### config.mk
export PLATFORM = sky130hd
export DESIGN_NAME = operand_stack_deque
export DESIGN_NICKNAME = d
export VERILOG_FILES = /design/src/sv/osd_pkg.sv /design/src/sv/osd_ctrl.sv /design/src/sv/osd_dp.sv /design/src/sv/operand_stack_deque.sv
export SDC_FILE = /design/constraint.sdc
export NUM_CORES = 2
export LEC_CHECK = 0
export ABC_AREA = 1
export BUFFER_PORTS_ARGS = -buffer_cell sky130_fd_sc_hd__buf_2
export CAP_MARGIN = 5
export CELL_PAD_IN_SITES_DETAIL_PLACEMENT = 1
export CELL_PAD_IN_SITES_GLOBAL_PLACEMENT = 2
export CORE_ASPECT_RATIO = 1.1
export CORE_MARGIN = 4
export CORE_UTILIZATION = 35
export CTS_CLUSTER_SIZE = 14
export DETAILED_ROUTE_END_ITERATION = 10
export GPL_ROUTABILITY_DRIVEN = 0
export PLACE_DENSITY_LB_ADDON = 0.15
export SLEW_MARGIN = 25
export SYNTH_ARGS = -nofsm -noshare
export SYNTH_HDL_FRONTEND = slang
export SYNTH_SLANG_ARGS = --single-unit
### constraint.sdc
create_clock -name clk -period 5.6 [get_ports clk]
set_clock_uncertainty 0.1 [all_clocks]
set_input_delay 1.12 -clock clk [delete_from_list [all_inputs] [get_ports clk]]
set_output_delay 1.12 -clock clk [all_outputs]
set_load 0.05 [all_outputs]
### src/sv/osd_pkg.sv
package osd_pkg;

  localparam int DATA_W       = 32;
  localparam int CAPACITY_DEF = 64;

  typedef enum logic [2:0] {
    OP_PUSH   = 3'd0,
    OP_POP    = 3'd1,
    OP_SWAP   = 3'd2,
    OP_ROT_TB = 3'd3,
    OP_ROT_BT = 3'd4
  } op_kind_t;

  typedef enum logic [1:0] {
    STAT_OK    = 2'd0,
    STAT_EMPTY = 2'd1,
    STAT_SHORT = 2'd2,
    STAT_FULL  = 2'd3
  } status_t;

  typedef enum logic [1:0] {
    S_IDLE,
    S_READ,
    S_EXEC,
    S_SWAP_LAST
  } ctrl_state_t;

  // controller -> datapath
  typedef struct packed {
    logic ld_op;
    logic rd_en;
    logic exec;
    logic swap_first;
    logic swap_last;
  } dp_cmd_t;

  // datapath -> controller
  typedef struct packed {
    logic out_free;
    logic swap_ok;
  } dp_status_t;

endpackage

### src/sv/osd_ctrl.sv
module osd_ctrl (
  input  logic                clk,
  input  logic                rst_n,
  input  logic                in_valid,
  output logic                in_stall,
  input  osd_pkg::dp_status_t dp_status,
  output osd_pkg::dp_cmd_t    dp_cmd
);

  osd_pkg::ctrl_state_t state_r, state_nxt;

  always_ff @(posedge clk) begin
    if (!rst_n) begin
      state_r <= osd_pkg::S_IDLE;
    end else begin
      state_r <= state_nxt;
    end
  end

  always_comb begin
    state_nxt = state_r;
    dp_cmd    = '0;
    in_stall  = 1'b1;
    case (state_r)
      osd_pkg::S_IDLE: begin
        // hold the input off while reset is applied
        in_stall      = !rst_n;
        dp_cmd.ld_op  = in_valid && rst_n;
        if (in_valid && rst_n) begin
          state_nxt = osd_pkg::S_READ;
        end
      end
      osd_pkg::S_READ: begin
        dp_cmd.rd_en = 1'b1;
        state_nxt    = osd_pkg::S_EXEC;
      end
      osd_pkg::S_EXEC: begin
        // swap writes the lower slot first; no result yet
        if (dp_status.swap_ok) begin
          dp_cmd.swap_first = 1'b1;
          state_nxt         = osd_pkg::S_SWAP_LAST;
        end else if (dp_status.out_free) begin
          dp_cmd.exec = 1'b1;
          state_nxt   = osd_pkg::S_IDLE;
        end
      end
      osd_pkg::S_SWAP_LAST: begin
        if (dp_status.out_free) begin
          dp_cmd.swap_last = 1'b1;
          state_nxt        = osd_pkg::S_IDLE;
        end
      end
      default: begin
        state_nxt = osd_pkg::S_IDLE;
      end
    endcase
  end

endmodule

### src/sv/osd_dp.sv
module osd_dp #(
  parameter int CAPACITY = osd_pkg::CAPACITY_DEF,
  localparam int PW = $clog2(CAPACITY),
  localparam int CW = $clog2(CAPACITY + 1)
) (
  input  logic                              clk,
  input  logic                              rst_n,
  input  logic                              cfg_we,
  input  logic                              cfg_wdata,
  input  logic [2:0]                        in_kind,
  input  logic signed [osd_pkg::DATA_W-1:0] in_push_value,
  output logic                              out_valid,
  input  logic                              out_stall,
  output logic [1:0]                        out_status,
  output logic signed [osd_pkg::DATA_W-1:0] out_top_value,
  output logic [CW-1:0]                     out_depth,
  input  osd_pkg::dp_cmd_t                  dp_cmd,
  output osd_pkg::dp_status_t               dp_status
);

  localparam int SW = $clog2(2 * CAPACITY);
  localparam int DW = osd_pkg::DATA_W;

  logic [DW-1:0] mem [CAPACITY];

  logic          queue_mode_r;
  logic [2:0]    kind_r;
  logic [DW-1:0] val_r;
  logic [DW-1:0] rdata_r;
  logic [DW-1:0] top_r, top_nxt;
  logic [PW-1:0] ptr_r, ptr_nxt;
  logic [CW-1:0] cnt_r, cnt_nxt;

  logic              out_valid_r;
  osd_pkg::status_t  out_status_r;
  logic [DW-1:0]     out_top_r;
  logic [CW-1:0]     out_depth_r;

  logic              we;
  logic [PW-1:0]     waddr;
  logic [DW-1:0]     wdata;
  logic [PW-1:0]     raddr;
  osd_pkg::status_t  stat;
  logic              load_out;

  logic [PW-1:0] slot1, slot_cnt, slot_last, slot_up;
  logic          full, two_plus;

  // ring slot lying off places below the top
  function automatic logic [PW-1:0] slot_at(input logic [PW-1:0] p, input logic [CW-1:0] off);
    logic [SW-1:0] s;
    s = SW'(p) + SW'(off);
    if (s >= SW'(CAPACITY)) begin
      s = s - SW'(CAPACITY);
    end
    return s[PW-1:0];
  endfunction

  assign slot1     = slot_at(ptr_r, CW'(1));
  assign slot_cnt  = slot_at(ptr_r, cnt_r);
  assign slot_last = slot_at(ptr_r, cnt_r - CW'(1));
  assign slot_up   = (ptr_r == '0) ? PW'(CAPACITY - 1) : ptr_r - PW'(1);
  assign full      = (cnt_r == CW'(CAPACITY));
  assign two_plus  = (cnt_r >= CW'(2));

  assign raddr = (kind_r == osd_pkg::OP_ROT_BT) ? slot_last : slot1;

  assign dp_status.out_free = !out_valid_r || !out_stall;
  assign dp_status.swap_ok  = (kind_r == osd_pkg::OP_SWAP) && two_plus;

  always_comb begin
    we       = 1'b0;
    waddr    = ptr_r;
    wdata    = top_r;
    ptr_nxt  = ptr_r;
    cnt_nxt  = cnt_r;
    top_nxt  = top_r;
    stat     = osd_pkg::STAT_OK;
    load_out = dp_cmd.exec || dp_cmd.swap_last;
    if (dp_cmd.exec) begin
      case (kind_r)
        osd_pkg::OP_PUSH: begin
          if (full) begin
            stat = osd_pkg::STAT_FULL;
          end else if (queue_mode_r) begin
            we      = 1'b1;
            waddr   = slot_cnt;
            wdata   = val_r;
            cnt_nxt = cnt_r + CW'(1);
            if (cnt_r == '0) begin
              top_nxt = val_r;
            end
          end else begin
            we      = 1'b1;
            waddr   = slot_up;
            wdata   = val_r;
            ptr_nxt = slot_up;
            cnt_nxt = cnt_r + CW'(1);
            top_nxt = val_r;
          end
        end
        osd_pkg::OP_POP: begin
          if (cnt_r == '0) begin
            stat = osd_pkg::STAT_EMPTY;
          end else begin
            ptr_nxt = slot1;
            cnt_nxt = cnt_r - CW'(1);
            top_nxt = rdata_r;
          end
        end
        osd_pkg::OP_SWAP: begin
          stat = osd_pkg::STAT_SHORT;
        end
        osd_pkg::OP_ROT_TB: begin
          if (two_plus) begin
            we      = 1'b1;
            waddr   = slot_cnt;
            wdata   = top_r;
            ptr_nxt = slot1;
            top_nxt = rdata_r;
          end
        end
        osd_pkg::OP_ROT_BT: begin
          if (two_plus) begin
            we      = 1'b1;
            waddr   = slot_up;
            wdata   = rdata_r;
            ptr_nxt = slot_up;
            top_nxt = rdata_r;
          end
        end
        default: begin
        end
      endcase
    end
    if (dp_cmd.swap_first) begin
      we    = 1'b1;
      waddr = slot1;
      wdata = top_r;
    end
    if (dp_cmd.swap_last) begin
      we      = 1'b1;
      waddr   = ptr_r;
      wdata   = rdata_r;
      top_nxt = rdata_r;
    end
  end

  always_ff @(posedge clk) begin
    if (we) begin
      mem[waddr] <= wdata;
    end
    if (dp_cmd.rd_en) begin
      rdata_r <= mem[raddr];
    end
  end

  always_ff @(posedge clk) begin
    if (dp_cmd.ld_op) begin
      kind_r <= in_kind;
      val_r  <= in_push_value;
    end
    top_r <= top_nxt;
    if (load_out) begin
      out_status_r <= stat;
      out_top_r    <= (cnt_nxt == '0) ? '0 : top_nxt;
      out_depth_r  <= cnt_nxt;
    end
  end

  always_ff @(posedge clk) begin
    if (!rst_n) begin
      queue_mode_r <= 1'b0;
      ptr_r        <= '0;
      cnt_r        <= '0;
      out_valid_r  <= 1'b0;
    end else begin
      if (cfg_we) begin
        queue_mode_r <= cfg_wdata;
      end
      ptr_r <= ptr_nxt;
      cnt_r <= cnt_nxt;
      if (load_out) begin
        out_valid_r <= 1'b1;
      end else if (!out_stall) begin
        out_valid_r <= 1'b0;
      end
    end
  end

  assign out_valid     = out_valid_r;
  assign out_status    = out_status_r;
  assign out_top_value = out_top_r;
  assign out_depth     = out_depth_r;

endmodule

### src/sv/operand_stack_deque.sv
// Operand stack for a stack-machine interpreter: a bounded ring of CAPACITY
// signed 32-bit entries with a top pointer and an entry count.
// Input channel (in_valid / in_stall): one beat is one operation, in_kind
// selects push, pop, swap, rotate top to bottom or rotate bottom to top,
// in_push_value is used by push only.
// Result channel (out_valid / out_stall): one beat per operation carrying
// out_status (ok, empty, too short, full), the new top value (0 when empty)
// and the new depth.
// cfg_we / cfg_wdata write queue_mode: 0 push adds at top, 1 at bottom.
// Sequence: an operation is accepted in the idle cycle, reads one ring entry
// in the next, and commits and loads the output register in the execute state
// once the output register is free. A valid swap adds a last write state, as
// it needs two writes through the single memory write port. A new operation
// is accepted only after the previous one has committed.
// A result waiting in the output register does not block acceptance; only
// the commit of the following operation holds while out_stall is high.
// Reset (rst_n low, synchronous) stalls the input, empties the stack, clears
// queue_mode and drops any pending result; ring contents are left as is.
module operand_stack_deque #(
  parameter int CAPACITY = osd_pkg::CAPACITY_DEF,
  localparam int CW = $clog2(CAPACITY + 1)
) (
  input  logic                              clk,
  input  logic                              rst_n,
  input  logic                              cfg_we,
  input  logic                              cfg_wdata,
  input  logic                              in_valid,
  output logic                              in_stall,
  input  logic [2:0]                        in_kind,
  input  logic signed [osd_pkg::DATA_W-1:0] in_push_value,
  output logic                              out_valid,
  input  logic                              out_stall,
  output logic [1:0]                        out_status,
  output logic signed [osd_pkg::DATA_W-1:0] out_top_value,
  output logic [CW-1:0]                     out_depth
);

  // command and status between sequencer and datapath
  osd_pkg::dp_cmd_t    dp_cmd;
  osd_pkg::dp_status_t dp_status;

  osd_ctrl u_ctrl (
    .clk       (clk),
    .rst_n     (rst_n),
    .in_valid  (in_valid),
    .in_stall  (in_stall),
    .dp_status (dp_status),
    .dp_cmd    (dp_cmd)
  );

  // ring memory, pointers, cached top entry and output register
  osd_dp #(
    .CAPACITY (CAPACITY)
  ) u_dp (
    .clk           (clk),
    .rst_n         (rst_n),
    .cfg_we        (cfg_we),
    .cfg_wdata     (cfg_wdata),
    .in_kind       (in_kind),
    .in_push_value (in_push_value),
    .out_valid     (out_valid),
    .out_stall     (out_stall),
    .out_status    (out_status),
    .out_top_value (out_top_value),
    .out_depth     (out_depth),
    .dp_cmd        (dp_cmd),
    .dp_status     (dp_status)
  );

endmodule
Word level (Yosys, flattened, before mapping) --
Memory sizes are Yosys's and may differ from the RTL's. A register that Yosys moved wholly into a read port is not among the register bits. Cells that the tools add are included.
Word-level totals: register bits 125, RAM bits 2048, word-level logic and storage cells 114, input bits 41, output and inout port bits 43, memories kept 1
Operators by class: order comparisons 4, muxes and demuxes 60, equality and inequality tests 14, add/subtract/negate cells 9, reduce and logical (&&, ||, !) cells 15
Memory list:
- u_dp.mem | words 64, width 32, rd ports 1, clocked after memory_dff 1, wr ports 1, RTL line osd_dp.sv:24 | logic [DW-1:0] mem [CAPACITY];
Operator list (number):
- two-way mux 32 bit | 11
- two-way mux 6 bit | 16
- case mux 32 bit (3 select lines) | 1
- case mux 32 bit (2 select lines) | 1
- case mux 6 bit (4 select lines) | 1
- subtractor 6 x 1 -> 6 bit (second input constant) | 4
- >= comparator 7 bit (second input constant) | 3
- two-way mux 7 bit | 3
- case mux 6 bit (3 select lines) | 1
- two-way mux 1 bit | 17
- adder 6 x 7 -> 7 bit | 2
- logical NOT 7 bit | 2
- case mux 7 bit (2 select lines) | 1
- two-way mux 2 bit | 5
- case mux 2 bit (4 select lines) | 1
- adder 6 x 1 -> 7 bit (second input constant) | 1
- adder 7 x 1 -> 7 bit (second input constant) | 1
- equality test 7 bit (second input constant) | 1
- >= comparator 7 x 2 -> 1 bit (second input constant) | 1
- subtractor 7 x 1 -> 7 bit (second input constant) | 1
- equality test 3 x 2 -> 1 bit (second input constant) | 2
- logical NOT 6 bit | 1
- inequality test 2 x 1 -> 1 bit (second input constant) | 3
- inequality test 2 bit (second input constant) | 3
- 14 further kinds | 19

Longest topological paths before layout --
depth in word-level cells 10, depth in mapped cells 17, depth with buffers taken out 17

Hierarchy --
A second synthesis with hierarchy kept.
Second synthesis, totals: cell total of the unflattened synthesis 7255, area, all modules 91738.0 um^2
By module, submodules not included:
- osd_dp | area each 91602.9 um^2, times used 1, cells each 7229, sequential area each 65683.0 um^2
- osd_ctrl | area each 135.1 um^2, times used 1, cells each 26, sequential area each 40.0 um^2

Worst setup path before layout --
Ideal clock, no wire load.
path type input to register, from input port out_stall, to memory u_dp.mem[33][0] (netlist name), enable pin, slack 1.373 ns, required time 5.079 ns, arrival time 3.706 ns, stages on the path 7, buffers on the path 0, setup time 0.421 ns, cell sequence nand2_1 -> inv_1 -> nor3_1 -> a211oi_1 -> a21oi_1 -> nand2_1 -> nor2_1
Between the ends: word-level cells in the longest chain between the ends 10
Ends and longest elaborated chain:
- start: declaration | RTL line operand_stack_deque.sv:32 | input logic out_stall,
- logical NOT 1 bit * | RTL line osd_dp.sv:68 | assign dp_status.out_free = !out_valid_r || !out_stall;
- logical OR 1 bit * | RTL line osd_dp.sv:68
- two-way mux 1 bit * | RTL line osd_ctrl.sv:42, osd_ctrl.sv:48
- two-way mux 1 bit | RTL line osd_ctrl.sv:39 | if (dp_status.swap_ok) begin
- two-way mux 2 bit | RTL line osd_ctrl.sv:24 | case (state_r)
- two-way mux 1 bit | RTL line osd_dp.sv:80 | if (dp_cmd.exec) begin
- two-way mux 1 bit | RTL line osd_dp.sv:136 | if (dp_cmd.swap_first) begin
- two-way mux 1 bit | RTL line osd_dp.sv:141 | if (dp_cmd.swap_last) begin
- two-way mux 1 bit | RTL line osd_dp.sv:150 | if (we) begin
- two-way mux 1 bit (implied by the code) | RTL line osd_dp.sv:151 | mem[waddr] <= wdata;
- end: declaration | RTL line osd_dp.sv:24
Mark *: on every way between the ends. The rest lies on a longest branch, timed or not.

Worst setup path after layout --
from register u_dp.cnt_r[0], to register u_dp.rdata_r[21] (read register of u_dp.mem) (data pin)
Between the ends: word-level cells in the longest chain between the ends 5
Ends and longest elaborated chain:
- start: declaration | RTL line osd_dp.sv:32 | logic [CW-1:0] cnt_r, cnt_nxt;
- start signal: assignment | RTL line osd_dp.sv:182 | cnt_r <= cnt_nxt;
- subtractor 7 x 1 -> 7 bit * | RTL line osd_dp.sv:61 | assign slot_last = slot_at(ptr_r, cnt_r - CW'(1));
- adder 6 x 7 -> 7 bit * | RTL line osd_dp.sv:52 | s = SW'(p) + SW'(off);
- subtractor 6 x 1 -> 6 bit / >= comparator 7 bit (equally long branches) | RTL line osd_dp.sv:54, osd_dp.sv:53
- two-way mux 6 bit * | RTL line osd_dp.sv:53 | if (s >= SW'(CAPACITY)) begin
- two-way mux 6 bit * | RTL line osd_dp.sv:66 | assign raddr = (kind_r == osd_pkg::OP_ROT_BT) ? slot_last : slot1;
- end: declaration | RTL line osd_dp.sv:29 | logic [DW-1:0] rdata_r;
Marked as above. A chain may end at the register's enable or synchronous reset.

==> impl_metrics.toml <==
[run_status]
status = "completed"

[clock_network]
cts.sinks = 2205
ctsRootBufferMaster = "clkbuf_16"
post-cts-setup-buffers = 0
cts_tree = "built"
clockBufferDepth = 4
cts_buffers = 240
worstSkewPairLatency_ns = 0.90
clkSlewWorstSetupHoldPaths_ns = 0.06
htreeDepth = 4
cts_hold_buffers = 0
post_cts_resized = 0

[yosys]
synthesis.area_sq_um = 92300
synth_edf_count = 2156
synthCells = 7528
syn_nets = 7588
ys_ff_latch = 2205
syn_avg_cell_area_sq_um = 12.3
synth_cell_type_count = 44
synth_ff_type = "edfxtp_1"
synth.yosys.seq_area_share_pct = 71.2
ys_warn_count = 0
async_flop_share_pct = 0

[routing]
via_per_inst = 5.45
wl_per_cell_microns = 27.8
drc = 0
antenna_left = 0
num_vias = 61600
wl_microns = 314000
firstDrtPassIters = 5
drt_iter0_drc = 4787

[sta]
slew_headroom_pct = 29.4
hold_violations = 0
finalCritPeriodShare_pct = 89.9
timing.final.crit_period_ns = 5.04
tns_ns = 0
grt_setup_unrepaired = "false"
setup_viol = 0
slew_violations = 0
max_freq_ghz = 0.199
tightest_slew_ns = 1.06
hold_ws_ns = 0.290

[pwr]
comb_power_share_pct = 13.6
power_frac_clock_pct = 36.9
switching_share_pct = 27.1
p_leak_nw = 35.5
ir_worst_vdd_mv = 0.243
power_mw = 42.2
seqPwrFrac_pct = 49.5
powerDensity_nw_per_um2 = 396
intPower_mw = 30.8
p_sw_mw = 11.5

[grt]
use_met3_pct = 2.75
grt_busiest_layer = "met2"
grt_max_degree = 104
grt.overflow.total = 0
grt_pass1_vias = 63700
grt_first_pass_wirelength_microns = 457000
use_met2_pct = 37.9
antenna_found_initial = 4
gr-usage-met1_pct = 31.5
grt.total_usage_pct = 22.6

[cells_and_area]
drive_above_1_share_pct = 18.2
area_growth_pct = 15.4
fin_nets = 7690
instances_no_fill = 11300
final_util_pct = 40.6

[die]
fp.dieW_microns = 498
die_area_sq_um = 272000
start_util_pct = 35.2
die_h_microns = 547
core_sq_um = 262000
rows = 197
ios = 84

[critical_path]
required_ns = 6.12
path_max_fanout = 55
cp-start-kind = "register"
rrSetupSlack_ns = 0.56
worstSetupPathType = "register to register"
r2r-start = "u_dp.cnt_r[0]$_SDFF_PN0_"
startpoint = "u_dp.cnt_r[0]$_SDFF_PN0_"
arrival_ns = 5.56
end_kind = "register"

[min_path]
hp-class = "primary input to register"
hp-start = "in_push_value[16]"

[place]
dp.cells = 10900
dp_hpwl_microns = 176000
portBuffers = 83

[flow_run]
cap_violations = 0
==> cells in the mapped netlist (all sizes together) (2+ instances only) <==
master,count,area (sq um)
a211oi,3,22.5
a21oi,25,133
a31oi,3,18.8
buf,175,810
clkbuf,330,1240
clkinv,4,15.0
dfxtp,49,981
edfxtp,2156,64700
fa,2,40.0
ha,17,213
inv,270,1020
nand2,1484,5590
nand3,1191,5980
nand4,38,244
nor2,179,697
nor3,3,15.0
o211ai,661,4960
o21ai,282,1420
o22ai,31,194
o31ai,2,15.0
or2,597,3730
xnor2,6,52.6
xor2,12,105
==> kinds of logic (layout without fill, tap and decap cells) <==
kind of cell             count (synthesis)  after routing  synth area share [%]
AND/OR/NAND/NOR                       3493           3493                  17.6
flip-flops                            2205           2205                  71.2
AO/OA/AOI/OAI                         1014           1014                  7.39
buffers and inverters                  779           1071                  3.34
adder cells (fa/ha/maj)                 19             19                 0.274
XOR/XNOR                                18             18                 0.171
other                                    0              5                     0
==> cell usage in the layout, fill, tap and decap left out, types with 5 or more instances in the layout <==
cell | netlist | layout
inv_2 | 8 | 7
ha_1 | 17 | 17
clkinv_1 | 4 | 57
nand2_4 | 3 | 5
edfxtp_1 | 2156 | 2156
nand4_1 | 37 | 37
xnor2_1 | 6 | 6
nand2_1 | 1481 | 1447
o21ai_1 | 34 | 31
buf_2 | 110 | 83
bufinv_16 | 0 | 23
buf_4 | 4 | 189
dfxtp_1 | 49 | 49
nor2_1 | 171 | 101
nor2_2 | 7 | 11
nand2_2 | 0 | 32
clkbuf_1 | 330 | 59
clkbuf_16 | 0 | 242
o21ai_0 | 246 | 244
diode_2 | 0 | 5
or2_2 | 597 | 597
a21oi_1 | 23 | 23
clkinv_2 | 0 | 35
xor2_1 | 12 | 12
inv_1 | 261 | 258
nand3_1 | 1188 | 1188
o22ai_1 | 31 | 31
o21ai_4 | 0 | 7
o211ai_1 | 661 | 661
buf_12 | 0 | 92
inv_6 | 0 | 5
nor2_4 | 1 | 67
clkinvlp_4 | 0 | 10
==> layout make-up <==
type | count | area, sq um
clock buffers | 304 | 6320
flip-flops and latches | 2205 | 65700
repair buffers | 365 | 3690
well taps | 3482 | 4360
multi-input cells | 4544 | 24200
clock inverters | 128 | 1210
fillers | 27300 | 156000
inverters | 274 | 1050
diodes | 5 | 12.5
==> metrics by stage <==
stage | cell area [sq um] | worst slack (ns)
after floorplan | 92300 | 1.37
after global placement | 99000 | 0.702
after detailed placement | 99000 | 0.683
after CTS | 107000 | 0.648
after global routing | 107000 | 0.494
final | 107000 | 0.565
==> routing by layer <==
metal,wire [microns],up-vias
li1,-,27500
met1,143000,32300
met2,151000,1378
met3,13600,397
met4,6090,2
met5,20,-
==> worst paths after layout <==
path | to | cells after the start
setup reg to reg | u_dp.rdata_r[21]$_DFFE_PN_ | 17
setup / recovery | u_dp.rdata_r[21]$_DFFE_PN_ | 17
hold / removal | u_dp.val_r[16]$_DFFE_PP_ | 1
hold reg to reg | u_ctrl.state_r[0]$_SDFFE_PN0P_ | 1
==> critical path: stages, from the launching register on <==
cell and delay, ns:
dfxtp_1 0.47, inv_1 0.18, ha_1 0.27, xnor2_1 0.31, inv_1 0.09, ha_1 0.35, a21oi_1 0.14, nand2_1 0.10
xnor2_1 0.27, nand2_1 0.15, o21ai_4 0.30, inv_6 0.39, buf_12 0.34, buf_4 0.30, nand2_1 0.11, nand3_1 0.20
nand3_1 0.39, nand2_1 0.10
==> power groups by stage <==
stage,Sequential [mW],Combinational (mW),Clock [mW]
after floorplan,21.3,2.89,0
after global placement,21.2,5.61,0
after detailed placement,21.2,5.75,0
after CTS,20.9,5.78,15.9
after global routing,20.9,6.30,16.6
final,20.9,5.75,15.6
==> sequential cells by signal, summed over array words and instances, names as in the netlist, 6 cells and up <==
register,count
u_dp.mem,2048
u_dp.out_top_value,32
u_dp.rdata_r,32
u_dp.top_r,32
u_dp.val_r,32
u_dp.cnt_r,7
u_dp.out_depth,7
u_dp.ptr_r,6
No activity file was read; power rests on OpenSTA's default activity.
